--- config.mk ---
export PLATFORM = sky130hd
export DESIGN_NAME = ranked_char_list
export DESIGN_NICKNAME = d
export VERILOG_FILES = /design/src/rtl/core/rcl_pkg.sv /design/src/rtl/core/rcl_store.sv /design/src/rtl/core/ranked_char_list.sv
export VERILOG_INCLUDE_DIRS = /design/src /design/src/rtl/core
export SDC_FILE = /design/constraint.sdc
export NUM_CORES = 1
export LEC_CHECK = 0
export BUFFER_PORTS_ARGS = -buffer_cell sky130_fd_sc_hd__buf_4
export CORE_ASPECT_RATIO = 1.1
export CORE_MARGIN = 2
export CORE_UTILIZATION = 30
export DETAILED_ROUTE_END_ITERATION = 10
export PLACE_DENSITY_LB_ADDON = 0.25
export SLEW_MARGIN = 20
export SYNTH_ARGS = -nofsm -noshare
export SYNTH_HDL_FRONTEND = slang
export SYNTH_SLANG_ARGS = --single-unit
--- constraint.sdc ---
create_clock -name clk_i -period 7.9 [get_ports clk_i]
set_input_delay 0 -clock clk_i [delete_from_list [all_inputs] [get_ports clk_i]]
set_output_delay 0 -clock clk_i [all_outputs]
set_load 0.05 [all_outputs]
--- src/rtl/core/ranked_char_list_defines.svh ---
// ranked_char_list_defines.svh: assertion macros used by the ranked_char_list module
// expects clk_i and rst_ni in the scope of every use
`ifndef RANKED_CHAR_LIST_DEFINES_SVH
`define RANKED_CHAR_LIST_DEFINES_SVH

// consequent must hold in the same cycle as the antecedent
`define RCL_ASSERT_IMPL(lbl, ante, cons, msg) \
  lbl: assert property (@(posedge clk_i) disable iff (!rst_ni) (ante) |-> (cons)) \
    else $error(msg);

// consequent must hold in the cycle after the antecedent
`define RCL_ASSERT_NEXT(lbl, ante, cons, msg) \
  lbl: assert property (@(posedge clk_i) disable iff (!rst_ni) (ante) |=> (cons)) \
    else $error(msg);

`endif

--- src/rtl/core/rcl_pkg.sv ---
// rcl_pkg: sizes, command and status codes and transaction types of the ranked list
// no dependencies
`timescale 1ns / 1ps
`default_nettype none

package rcl_pkg;

  // storage size and derived widths
  localparam int CAPACITY = 32;
  localparam int AddrW    = $clog2(CAPACITY);
  localparam int CntW     = $clog2(CAPACITY + 1);
  localparam int PosW     = 6;
  localparam int ElemW    = 8;
  localparam int CmpW     = ((PosW > CntW) ? PosW : CntW) + 1;

  typedef enum logic [1:0] {
    CMD_ADD    = 2'd0,
    CMD_DELETE = 2'd1,
    CMD_GET    = 2'd2,
    CMD_PRINT  = 2'd3
  } cmd_e;

  typedef enum logic [1:0] {
    STAT_OK      = 2'd0,
    STAT_INVALID = 2'd1,
    STAT_FULL    = 2'd2,
    STAT_EMPTY   = 2'd3
  } status_e;

  // input transaction
  typedef struct packed {
    cmd_e             command;
    logic [PosW-1:0]  position;
    logic [ElemW-1:0] element;
  } item_t;

  // result transaction
  typedef struct packed {
    logic [ElemW-1:0] value;
    status_e          status;
    logic             last;
  } result_t;

  // one write and one read request to the element store
  typedef struct packed {
    logic             we;
    logic [AddrW-1:0] waddr;
    logic [ElemW-1:0] wdata;
    logic             re;
    logic [AddrW-1:0] raddr;
  } mem_req_t;

endpackage

`default_nettype wire

--- src/rtl/core/rcl_store.sv ---
// rcl_store: element store of the ranked list, one write and one registered read port
// depends on rcl_pkg
`timescale 1ns / 1ps
`default_nettype none

module rcl_store (
  input  wire logic                     clk_i,
  input  wire rcl_pkg::mem_req_t        req_i,
  output logic [rcl_pkg::ElemW-1:0]     rdata_o
);
  import rcl_pkg::*;

  logic [ElemW-1:0] mem_q [CAPACITY];
  logic [ElemW-1:0] rdata_q;

  // write port and registered read port
  always_ff @(posedge clk_i) begin
    if (req_i.we) begin
      mem_q[req_i.waddr] <= req_i.wdata;
    end
    if (req_i.re) begin
      rdata_q <= mem_q[req_i.raddr];
    end
  end

  assign rdata_o = rdata_q;

endmodule

`default_nettype wire

--- src/rtl/core/ranked_char_list.sv ---
// ranked_char_list: top level, command sequencer around the element store
// depends on rcl_pkg, rcl_store and ranked_char_list_defines.svh
`timescale 1ns / 1ps
`default_nettype none
`include "ranked_char_list_defines.svh"

// Ordered list of up to CAPACITY bytes addressed by 1-based position. A command
// is taken when start is high and busy is low. Get, every error and an append
// at position count+1 or a delete of the last entry leave busy low; get answers
// in the cycle after it is taken. An add or delete that moves entries keeps
// busy high while each moved entry passes once through the element store, which
// has one read and one write port. Print streams count results on consecutive
// cycles, one store read each. Results appear for exactly one cycle with
// res_valid_o and cannot be held off; a successful add or delete gives none.
module ranked_char_list (
  input  wire logic             clk_i,
  input  wire logic             rst_ni,
  input  wire logic             start,
  output logic                  busy,
  input  wire rcl_pkg::item_t   item_i,
  output logic                  res_valid_o,
  output rcl_pkg::result_t      res_o
);
  import rcl_pkg::*;

  typedef enum logic [1:0] {
    S_IDLE,
    S_SHIFT,
    S_PRINT
  } state_e;

  state_e           state_q, state_d;
  logic [CntW-1:0]  count_q, count_d;
  logic [AddrW-1:0] cur_q, cur_d;
  logic [AddrW-1:0] stop_q, stop_d;
  logic [AddrW-1:0] src_q, src_d;
  logic [AddrW-1:0] ins_q, ins_d;
  logic [ElemW-1:0] elem_q, elem_d;
  logic             dir_up_q, dir_up_d;
  logic             reading_q, reading_d;
  logic             pend_q, pend_d;
  logic             res_valid_q, res_valid_d;
  logic             res_mem_q, res_mem_d;
  status_e          res_status_q, res_status_d;
  logic             res_last_q, res_last_d;

  mem_req_t         mem_req;
  logic [ElemW-1:0] rdata;

  logic             accept;
  logic [CmpW-1:0]  pos_ext;
  logic [CmpW-1:0]  cnt_ext;
  logic             pos_zero;
  logic             add_bad;
  logic             rng_bad;
  logic             full;
  logic [AddrW-1:0] pos_idx;
  logic [AddrW-1:0] last_idx;

  rcl_store u_store (
    .clk_i   (clk_i),
    .req_i   (mem_req),
    .rdata_o (rdata)
  );

  // position checks against the current fill
  assign accept   = start && !busy;
  assign pos_ext  = CmpW'(item_i.position);
  assign cnt_ext  = CmpW'(count_q);
  assign pos_zero = (item_i.position == '0);
  assign add_bad  = pos_zero || (pos_ext > (cnt_ext + CmpW'(1)));
  assign rng_bad  = pos_zero || (pos_ext > cnt_ext);
  assign full     = (count_q == CntW'(CAPACITY));
  assign pos_idx  = AddrW'(item_i.position - PosW'(1));
  assign last_idx = AddrW'(count_q - CntW'(1));

  // sequencer next state and store requests
  always_comb begin
    state_d      = state_q;
    count_d      = count_q;
    cur_d        = cur_q;
    stop_d       = stop_q;
    src_d        = src_q;
    ins_d        = ins_q;
    elem_d       = elem_q;
    dir_up_d     = dir_up_q;
    reading_d    = reading_q;
    pend_d       = pend_q;
    res_valid_d  = 1'b0;
    res_mem_d    = res_mem_q;
    res_status_d = res_status_q;
    res_last_d   = res_last_q;
    mem_req      = '0;

    case (state_q)
      S_IDLE: begin
        if (accept) begin
          case (item_i.command)
            CMD_ADD: begin
              if (add_bad || full) begin
                res_valid_d  = 1'b1;
                res_mem_d    = 1'b0;
                res_status_d = add_bad ? STAT_INVALID : STAT_FULL;
                res_last_d   = 1'b1;
              end else begin
                count_d = count_q + CntW'(1);
                if (pos_ext == (cnt_ext + CmpW'(1))) begin
                  // append: no entry moves
                  mem_req.we    = 1'b1;
                  mem_req.waddr = pos_idx;
                  mem_req.wdata = item_i.element;
                end else begin
                  state_d   = S_SHIFT;
                  dir_up_d  = 1'b1;
                  cur_d     = last_idx;
                  stop_d    = pos_idx;
                  ins_d     = pos_idx;
                  elem_d    = item_i.element;
                  reading_d = 1'b1;
                  pend_d    = 1'b0;
                end
              end
            end
            CMD_DELETE: begin
              if (rng_bad) begin
                res_valid_d  = 1'b1;
                res_mem_d    = 1'b0;
                res_status_d = STAT_INVALID;
                res_last_d   = 1'b1;
              end else begin
                count_d = count_q - CntW'(1);
                if (pos_ext != cnt_ext) begin
                  state_d   = S_SHIFT;
                  dir_up_d  = 1'b0;
                  cur_d     = AddrW'(item_i.position);
                  stop_d    = last_idx;
                  reading_d = 1'b1;
                  pend_d    = 1'b0;
                end
              end
            end
            CMD_GET: begin
              res_valid_d = 1'b1;
              res_last_d  = 1'b1;
              if (rng_bad) begin
                res_mem_d    = 1'b0;
                res_status_d = STAT_INVALID;
              end else begin
                mem_req.re    = 1'b1;
                mem_req.raddr = pos_idx;
                res_mem_d     = 1'b1;
                res_status_d  = STAT_OK;
              end
            end
            CMD_PRINT: begin
              res_valid_d = 1'b1;
              if (count_q == '0) begin
                res_mem_d    = 1'b0;
                res_status_d = STAT_EMPTY;
                res_last_d   = 1'b1;
              end else begin
                mem_req.re    = 1'b1;
                mem_req.raddr = '0;
                res_mem_d     = 1'b1;
                res_status_d  = STAT_OK;
                res_last_d    = (count_q == CntW'(1));
                if (count_q != CntW'(1)) begin
                  state_d = S_PRINT;
                  cur_d   = AddrW'(1);
                end
              end
            end
            default: begin
              res_valid_d = 1'b0;
            end
          endcase
        end
      end

      S_SHIFT: begin
        // write back the entry read last cycle, one place over
        if (pend_q) begin
          mem_req.we    = 1'b1;
          mem_req.waddr = dir_up_q ? (src_q + AddrW'(1)) : (src_q - AddrW'(1));
          mem_req.wdata = rdata;
        end
        // read the next entry to move
        if (reading_q) begin
          mem_req.re    = 1'b1;
          mem_req.raddr = cur_q;
          pend_d        = 1'b1;
          src_d         = cur_q;
          if (cur_q == stop_q) begin
            reading_d = 1'b0;
          end else begin
            cur_d = dir_up_q ? (cur_q - AddrW'(1)) : (cur_q + AddrW'(1));
          end
        end else begin
          pend_d = 1'b0;
        end
        // all moved: place the new element for an insert
        if (!reading_q && !pend_q) begin
          state_d = S_IDLE;
          if (dir_up_q) begin
            mem_req.we    = 1'b1;
            mem_req.waddr = ins_q;
            mem_req.wdata = elem_q;
          end
        end
      end

      S_PRINT: begin
        // one entry read per cycle, emitted the cycle after
        mem_req.re    = 1'b1;
        mem_req.raddr = cur_q;
        res_valid_d   = 1'b1;
        res_mem_d     = 1'b1;
        res_status_d  = STAT_OK;
        res_last_d    = (cur_q == last_idx);
        if (cur_q == last_idx) begin
          state_d = S_IDLE;
        end else begin
          cur_d = cur_q + AddrW'(1);
        end
      end

      default: begin
        state_d = S_IDLE;
      end
    endcase
  end

  // state and registered result controls
  always_ff @(posedge clk_i or negedge rst_ni) begin
    if (!rst_ni) begin
      state_q      <= S_IDLE;
      count_q      <= '0;
      cur_q        <= '0;
      stop_q       <= '0;
      src_q        <= '0;
      ins_q        <= '0;
      elem_q       <= '0;
      dir_up_q     <= 1'b0;
      reading_q    <= 1'b0;
      pend_q       <= 1'b0;
      res_valid_q  <= 1'b0;
      res_mem_q    <= 1'b0;
      res_status_q <= STAT_OK;
      res_last_q   <= 1'b0;
    end else begin
      state_q      <= state_d;
      count_q      <= count_d;
      cur_q        <= cur_d;
      stop_q       <= stop_d;
      src_q        <= src_d;
      ins_q        <= ins_d;
      elem_q       <= elem_d;
      dir_up_q     <= dir_up_d;
      reading_q    <= reading_d;
      pend_q       <= pend_d;
      res_valid_q  <= res_valid_d;
      res_mem_q    <= res_mem_d;
      res_status_q <= res_status_d;
      res_last_q   <= res_last_d;
    end
  end

  // outputs
  assign busy         = (state_q != S_IDLE);
  assign res_valid_o  = res_valid_q;
  assign res_o.value  = res_mem_q ? rdata : '0;
  assign res_o.status = res_status_q;
  assign res_o.last   = res_last_q;

  // checks
  `RCL_ASSERT_IMPL(a_count_bound, 1'b1, count_q <= CntW'(CAPACITY), "count above capacity")
  `RCL_ASSERT_IMPL(a_err_last, res_valid_q && (res_status_q != STAT_OK), res_last_q, "error result without last")
  `RCL_ASSERT_IMPL(a_last_idle, res_valid_q && res_last_q, state_q == S_IDLE, "busy after final result")
  `RCL_ASSERT_IMPL(a_idle_write, (state_q == S_IDLE) && mem_req.we, accept && (item_i.command == CMD_ADD), "store write while idle without add")
  `RCL_ASSERT_NEXT(a_count_hold, state_q != S_IDLE, $stable(count_q), "count changed during a move")

endmodule

`default_nettype wire
Word-level counts from Yosys, hierarchy flattened
Memory sizes are Yosys's and may differ from the RTL's. A register that Yosys moved wholly into a read port is not among the register bits.
Cells that the tools add are included.
Word-level totals
  register bits: 44
  bits in writable memories: 256
  input bits: 19
  word-level logic and storage cells: 178
  memories kept: 1
Memory list
  u_store.mem_q: words 32, width 8, rd ports 1, clocked after memory_dff 1, write ports 1, line rcl_store.sv:13  | logic [ElemW-1:0] mem_q [CAPACITY];
Cells by class
  add/subtract/negate cells: 8
  $lt $le $gt $ge: 2
  equal/unequal tests: 32
  muxes and demuxes: 93
  bitwise logic cells: 2
  reduce and logical (&&, ||, !) cells: 26
Operator list (number)
  14-bit 2-to-1 mux: 6
  5-bit 2-to-1 mux: 16
  6-bit 2-to-1 mux: 5
  5-bit case mux with 3 select lines: 2
  1-bit 2-to-1 mux: 28
  2-bit 2-to-1 mux: 14
  14-bit case mux with 2 select lines: 1
  3-bit != test (second input constant): 8
  6-bit case mux with 2 select lines: 2
  20-bit 2-to-1 mux: 1
  2-bit != test (second input constant): 10
  6-bit case mux with 3 select lines: 1
  1-bit case mux with 2 select lines: 8
  5-bit by 1-bit subtractor with 5-bit output (second input constant): 3
  7-bit AND reduction: 2
  6-bit logical NOT: 2
  2-bit case mux with 3 select lines: 2
  12-bit AND reduction: 1
  5-bit by 1-bit adder with 5-bit output (second input constant): 2
  5-bit == test: 2
  5-bit case mux with 2 select lines: 1
  10-bit AND reduction: 1
  5-bit AND reduction: 2
  8-bit 2-to-1 mux: 1
  28 further kinds: 42

Longest topological paths before layout
  depth in word-level cells: 10
  gate-level depth with buffers: 15
  gate-level depth less buffers: 12

By module
From an unflattened synthesis, not the netlist that was laid out.
Second synthesis, totals
  cell total of the unflattened synthesis: 845
  area total of the unflattened synthesis: 13878.3 um^2
Modules (own cells, without submodules)
  rcl_store: times used 1, cells an instance 417, area an instance 10133.5 um^2
  ranked_char_list: times used 1, cells an instance 428, area an instance 3744.8 um^2

Worst setup path before layout
No wires, ideal clock.
  kind: register to register
  start point: register count_q[2]
  end point: memory u_store.mem_q[0][0], enable pin
  setup time: 0.395 ns
  arrival time: 3.482 ns
  setup slack: 4.023 ns
  stages on the path, launching flop included: 15
  buffers on the path: 2
  clock period less this slack: 3.877 ns
  path through: dfrtp_1 clkbuf_1 nand3_1 nor2_1 xnor2_1 ha_1 and4_1 nand3_1 nor2b_1 and4_1 clkbuf_1 nand3_1 o21ai_0 nand3_1 nor4_1
On the way
  longest elaborated chain between the ends: 10
  elaborated cells between the ends (all ways): 13
  those cells by class: add/sub (1); order compare (1); eq/ne (2); mux (7); reduce/logical (2)
RTL lines
  start, declared: line ranked_char_list.sv:33  | logic [CntW-1:0] count_q, count_d;
  start signal, assigned: line ranked_char_list.sv:252  | count_q <= count_d;
  6-bit by 1-bit adder with 7-bit output: line ranked_char_list.sv:71, ranked_char_list.sv:107
  6-bit by 7-bit > comparator with 1-bit output: line ranked_char_list.sv:71  | assign add_bad = pos_zero || (pos_ext > (cnt_ext + CmpW'(1)));
  1-bit logical OR: line ranked_char_list.sv:71
  1-bit logical OR: line ranked_char_list.sv:100  | if (add_bad || full) begin
  14-bit 2-to-1 mux (*): line ranked_char_list.sv:100
  14-bit 2-to-1 mux (*): line ranked_char_list.sv:98  | case (item_i.command)
  20-bit 2-to-1 mux (*): line ranked_char_list.sv:97  | if (accept) begin
  14-bit case mux with 2 select lines (*): line ranked_char_list.sv:95  | case (state_q)
  1-bit 2-to-1 mux: line rcl_store.sv:18  | if (req_i.we) begin
  1-bit 2-to-1 mux (not written as such): line rcl_store.sv:19  | mem_q[req_i.waddr] <= req_i.wdata;
  end, declared: line rcl_store.sv:13
Every way passes the cells marked *; elsewhere a longest branch is shown, timed or not.

Final worst setup path
  start point: register count_q[0]
  end point: memory u_store.mem_q[15][1], enable pin
The elaborated chain is that of the path after synthesis.

==> summary.md <==
| Metric | Value |
|---|---|
| Port Buf Inserts | 31 |
| Number of clock buffers inserted by TritonCTS | 36 |
| Final cell count without fillers | 1,823 |
| Top-level port count | 32 |
| Die boundary height | 234 microns |
| Placer Congestion | 0.852 |
| R2r startpoint | count_q[0]$_DFFE_PN0P_ |
| Clock transition time at the flip-flop clock pins of the worst setup and hold paths | 60 ps |
| Worst-margin pin slew | 1130 ps |
| Unrepaired setup endpoints after global routing | no |
| Detailed-routed wire length on met2 | 19.5 mm |
| Critical path class | flop to flop |
| Share of flip-flops with an asynchronous set or reset after synthesis | 14.3% |
| Initial antenna violation count | 0 |
| Sequential-to-total area share from yosys stat | 62.8% |
| Share of the clock period used by the worst path after layout | 57.0% |
| Post-CTS setup-driven buffer insertion count | 0 |
| Fin Setup TNS | 0 ps |
| Via/cell ratio | 5.03 |
| Warnings, synthesis | 0 |
| First-pass GRT wire length | 58.7 mm |
| Placement row count | 84 |
| Bufs on Longest Clock Path | 3 |
| Hold WC Path Type | primary input to async pin |
| Antenna violation net count after detailed routing | 0 |
| Share of the core filled with cells in the final layout | 34.8% |
| Core Region | 47,600 sq um |
| Synth Net Count | 1,164 |
| Initial drt markers | 855 |
| Power density over cell area | 373 nW/um^2 |
| Number of sinks handled by clock tree synthesis | 308 |
| Element type at the critical path end | flop |
| Filler cell count | 4,659 |
| Worst relative slew slack | 24.3% |
| Floorplan die width | 213 microns |
| Final critical path time including I/O delays and setup | 4500 ps |
| Total number of vias | 9,178 |
| Number of detailed-route iterations in the first pass | 5 |
| DR WL/cell | 21.8 microns |
| Final setup skew | 17.9 ps |
| Top area cells in the synthesized netlist | sky130_fd_sc_hd__edfxtp_1 55%, sky130_fd_sc_hd__dfrtp_1 7.7%, sky130_fd_sc_hd__mux2i_1 5.3% |
| Distinct cell type count after synthesis | 66 |
| Area of the mapped netlist | 14,400 sq um |
| Depth of the CTS H-tree | 2 |
| Predominant post-synthesis flop cell | sky130_fd_sc_hd__edfxtp_1 |
| Final hold viol count | 0 |
| Count of final setup violators | 0 |
| EDFF count, synth | 264 |
| FF-to-FF path depth | 12 |
| Worst IR drop on VDD | 164 uV |
| Length of routed met3 wiring | 2.09 mm |
| Fraction of final layout cells sized beyond drive strength 1 | 13.8% |
| Minimum setup slack among reg-to-reg paths | 3400 ps |
| Result of the run | completed |
| Required arrival time at the worst endpoint | 8040 ps |
| Cell Count Post-Placement | 1,751 |
| Share of the synthesized area in the top cell type | 55.1% |
| Max-slew violation count | 0 |
| Global routing usage summed across all routing layers | 16.1% |
| Final HPWL from detailed placement | 26.6 mm |
| Sort of element at the start of the critical path | flop |
| Antenna Cells | 0 |
| Routed metal-1 wirelength | 17.1 mm |
| Clock root cell | sky130_fd_sc_hd__clkbuf_16 |
| Max-Cap Viols | 0 |
| Cell type contributing the most total cell area after synthesis | sky130_fd_sc_hd__edfxtp_1 |
| Data arrival time at the worst-slack endpoint | 4650 ps |
| Register bit count reported by yosys | 308 |
| Leakage power of the design | 0.00613 uW |
| Worst Setup Slack, final | 3400 ps |
| Growth of design area from synthesis to finish | 15.1% |
| Overall routed net length | 39.7 mm |
| Maximum fanout encountered on the critical timing path | 10 |
| Per-instance average area after synthesis | 12.9 sq um |
| Die Area | 49,700 sq um |
| Number of global-route vias before repair | 9,247 |
| Min Hold Slack | 30.5 ps |
| Number of instances in the synthesized netlist | 1,118 |
| Peak Freq | 222 MHz |
| Clock latency on the worst-skew pair | 530 ps |
| Starting utilization of the core area | 30.2% |
| Largest net degree at the start of global routing | 65 |
| Top layer reached by signal wires | met4 |
| CP startpoint | count_q[0]$_DFFE_PN0P_ |
| Terminus of the critical flop-to-flop path | u_store.mem_q[15][1]$_DFFE_PP_ |
| Post-cts gate resize count | 0 |
| Overflow after GRT | 0 |
| Final routed DRC violation total | 0 |
| Layout net count | 1,203 |
| Clock tree from TritonCTS | yes |
| Hold-fix buffer count after cts | 13 |
| Post-placement setup slack | 3520 ps |
cells in the final DEF (no fill, tap or decap), types with 26 or more instances in the layout:
cell	netlist	final
sky130_fd_sc_hd__edfxtp_1	264	264
sky130_fd_sc_hd__nand2_1	96	96
sky130_fd_sc_hd__mux2i_1	76	76
sky130_fd_sc_hd__nor2_1	61	60
sky130_fd_sc_hd__inv_1	58	58
sky130_fd_sc_hd__nand3_1	53	53
sky130_fd_sc_hd__buf_4	5	52
sky130_fd_sc_hd__dfrtp_1	44	44
sky130_fd_sc_hd__o21ai_0	47	39
sky130_fd_sc_hd__nor3_1	39	38
sky130_fd_sc_hd__o22ai_1	37	37
sky130_fd_sc_hd__clkbuf_16	0	37
sky130_fd_sc_hd__xnor2_1	26	26
sky130_fd_sc_hd__ha_1	26	26
power breakdown:
part | switching [uW] | internal (uW) | total (uW)
clock | 640 | 985 | 1620
combinational | 1510 | 856 | 2360
sequential | 190 | 2000 | 2190
total | 2340 | 3840 | 6180
state kept, by name (all words and copies together), names as in the netlist:
name / count
count_q: 6
cur_q: 5
dir_up_q: 1
elem_q: 8
ins_q: 5
pend_q: 1
reading_q: 1
res_last_q: 1
res_mem_q: 1
res_status_q: 2
res_valid_o: 1
src_q: 5
state_q: 2
stop_q: 5
u_store.mem_q: 256
u_store.rdata_o: 8
cell families after synthesis:
| kind of cell | share of synthesized area, % |
|---|---|
| buffers and inverters | 3.94 |
| multiplexers | 8.11 |
| flip-flops | 62.8 |
| adder cells (fa/ha/maj) | 2.40 |
| AO/OA/AOI/OAI | 9.42 |
| AND/OR/NAND/NOR | 11.3 |
| XOR/XNOR | 2.07 |
final cells by class:
cell class | count | area (sq um) | share of cell area [%]
flip-flops and latches | 308 | 9030 | 54.5
multi-input cells | 688 | 4850 | 29.3
well taps | 645 | 807 | 4.87
clock inverters | 13 | 171 | 1.04
clock buffers | 46 | 960 | 5.80
repair buffers | 65 | 520 | 3.14
inverters | 58 | 218 | 1.31
critical path: stages (launching register included):
cell and delay (ps):
sky130_fd_sc_hd__dfrtp_1 480, sky130_fd_sc_hd__inv_1 180, sky130_fd_sc_hd__ha_1 410, sky130_fd_sc_hd__inv_1 80, sky130_fd_sc_hd__ha_1 280, sky130_fd_sc_hd__and4_1 160
sky130_fd_sc_hd__nand3_1 160, sky130_fd_sc_hd__nor2b_1 210, sky130_fd_sc_hd__nand4_1 200, sky130_fd_sc_hd__o22ai_1 790, sky130_fd_sc_hd__nand2_1 250, sky130_fd_sc_hd__or2_1 320
sky130_fd_sc_hd__nor2_1 590
per-stage QoR:
| step | area (sq um) | power, uW |
|---|---|---|
| 2_1_floorplan | 14400 | 3880 |
| 3_3_place_gp | 15300 | 4560 |
| 3_5_place_dp | 15300 | 4570 |
| 4_1_cts | 16600 | 6220 |
| 5_1_grt | 16600 | 6490 |
| 6_report | 16600 | 6180 |
synthesized netlist by cell type, drive strengths merged, types with 6 or more instances:
| library cell | number |
|---|---|
| edfxtp | 264 |
| nand2 | 96 |
| mux2i | 76 |
| nor2 | 61 |
| inv | 58 |
| nand3 | 53 |
| o21ai | 52 |
| nor3 | 47 |
| dfrtp | 44 |
| o22ai | 37 |
| clkbuf | 36 |
| buf | 28 |
| ha | 26 |
| xnor2 | 26 |
| a22oi | 21 |
| mux2 | 20 |
| and2 | 13 |
| a21oi | 12 |
| a31oi | 12 |
| a211oi | 10 |
| nand4 | 10 |
| a32oi | 9 |
| nor2b | 9 |
| mux4 | 8 |
| xor2 | 8 |
| nand2b | 7 |
| nor4 | 6 |
| or3 | 6 |
worst max path at each step:
| stage | endpoint | slack [ps] | cells after the start |
|---|---|---|---|
| 2_1_floorplan | u_store.mem_q[0][0]$_DFFE_PP_ | 4020 | 14 |
| 3_3_place_gp | u_store.mem_q[14][2]$_DFFE_PP_ | 3540 | 11 |
| 3_5_place_dp | u_store.mem_q[30][2]$_DFFE_PP_ | 3520 | 11 |
| 4_1_cts | u_store.mem_q[30][5]$_DFFE_PP_ | 3480 | 11 |
| 5_1_grt | u_store.mem_q[15][1]$_DFFE_PP_ | 3080 | 12 |
| 6_report | u_store.mem_q[15][1]$_DFFE_PP_ | 3400 | 12 |
per-layer routing:
| layer | global-route usage [%] | up-vias |
|---|---|---|
| li1 | - | 4261 |
| met1 | 20.7 | 4554 |
| met2 | 27.7 | 297 |
| met3 | 2.51 | 66 |
| met4 | 4.79 | 0 |
| met5 | 0 | - |
Note: power is estimated with default switching activity, not from simulation.
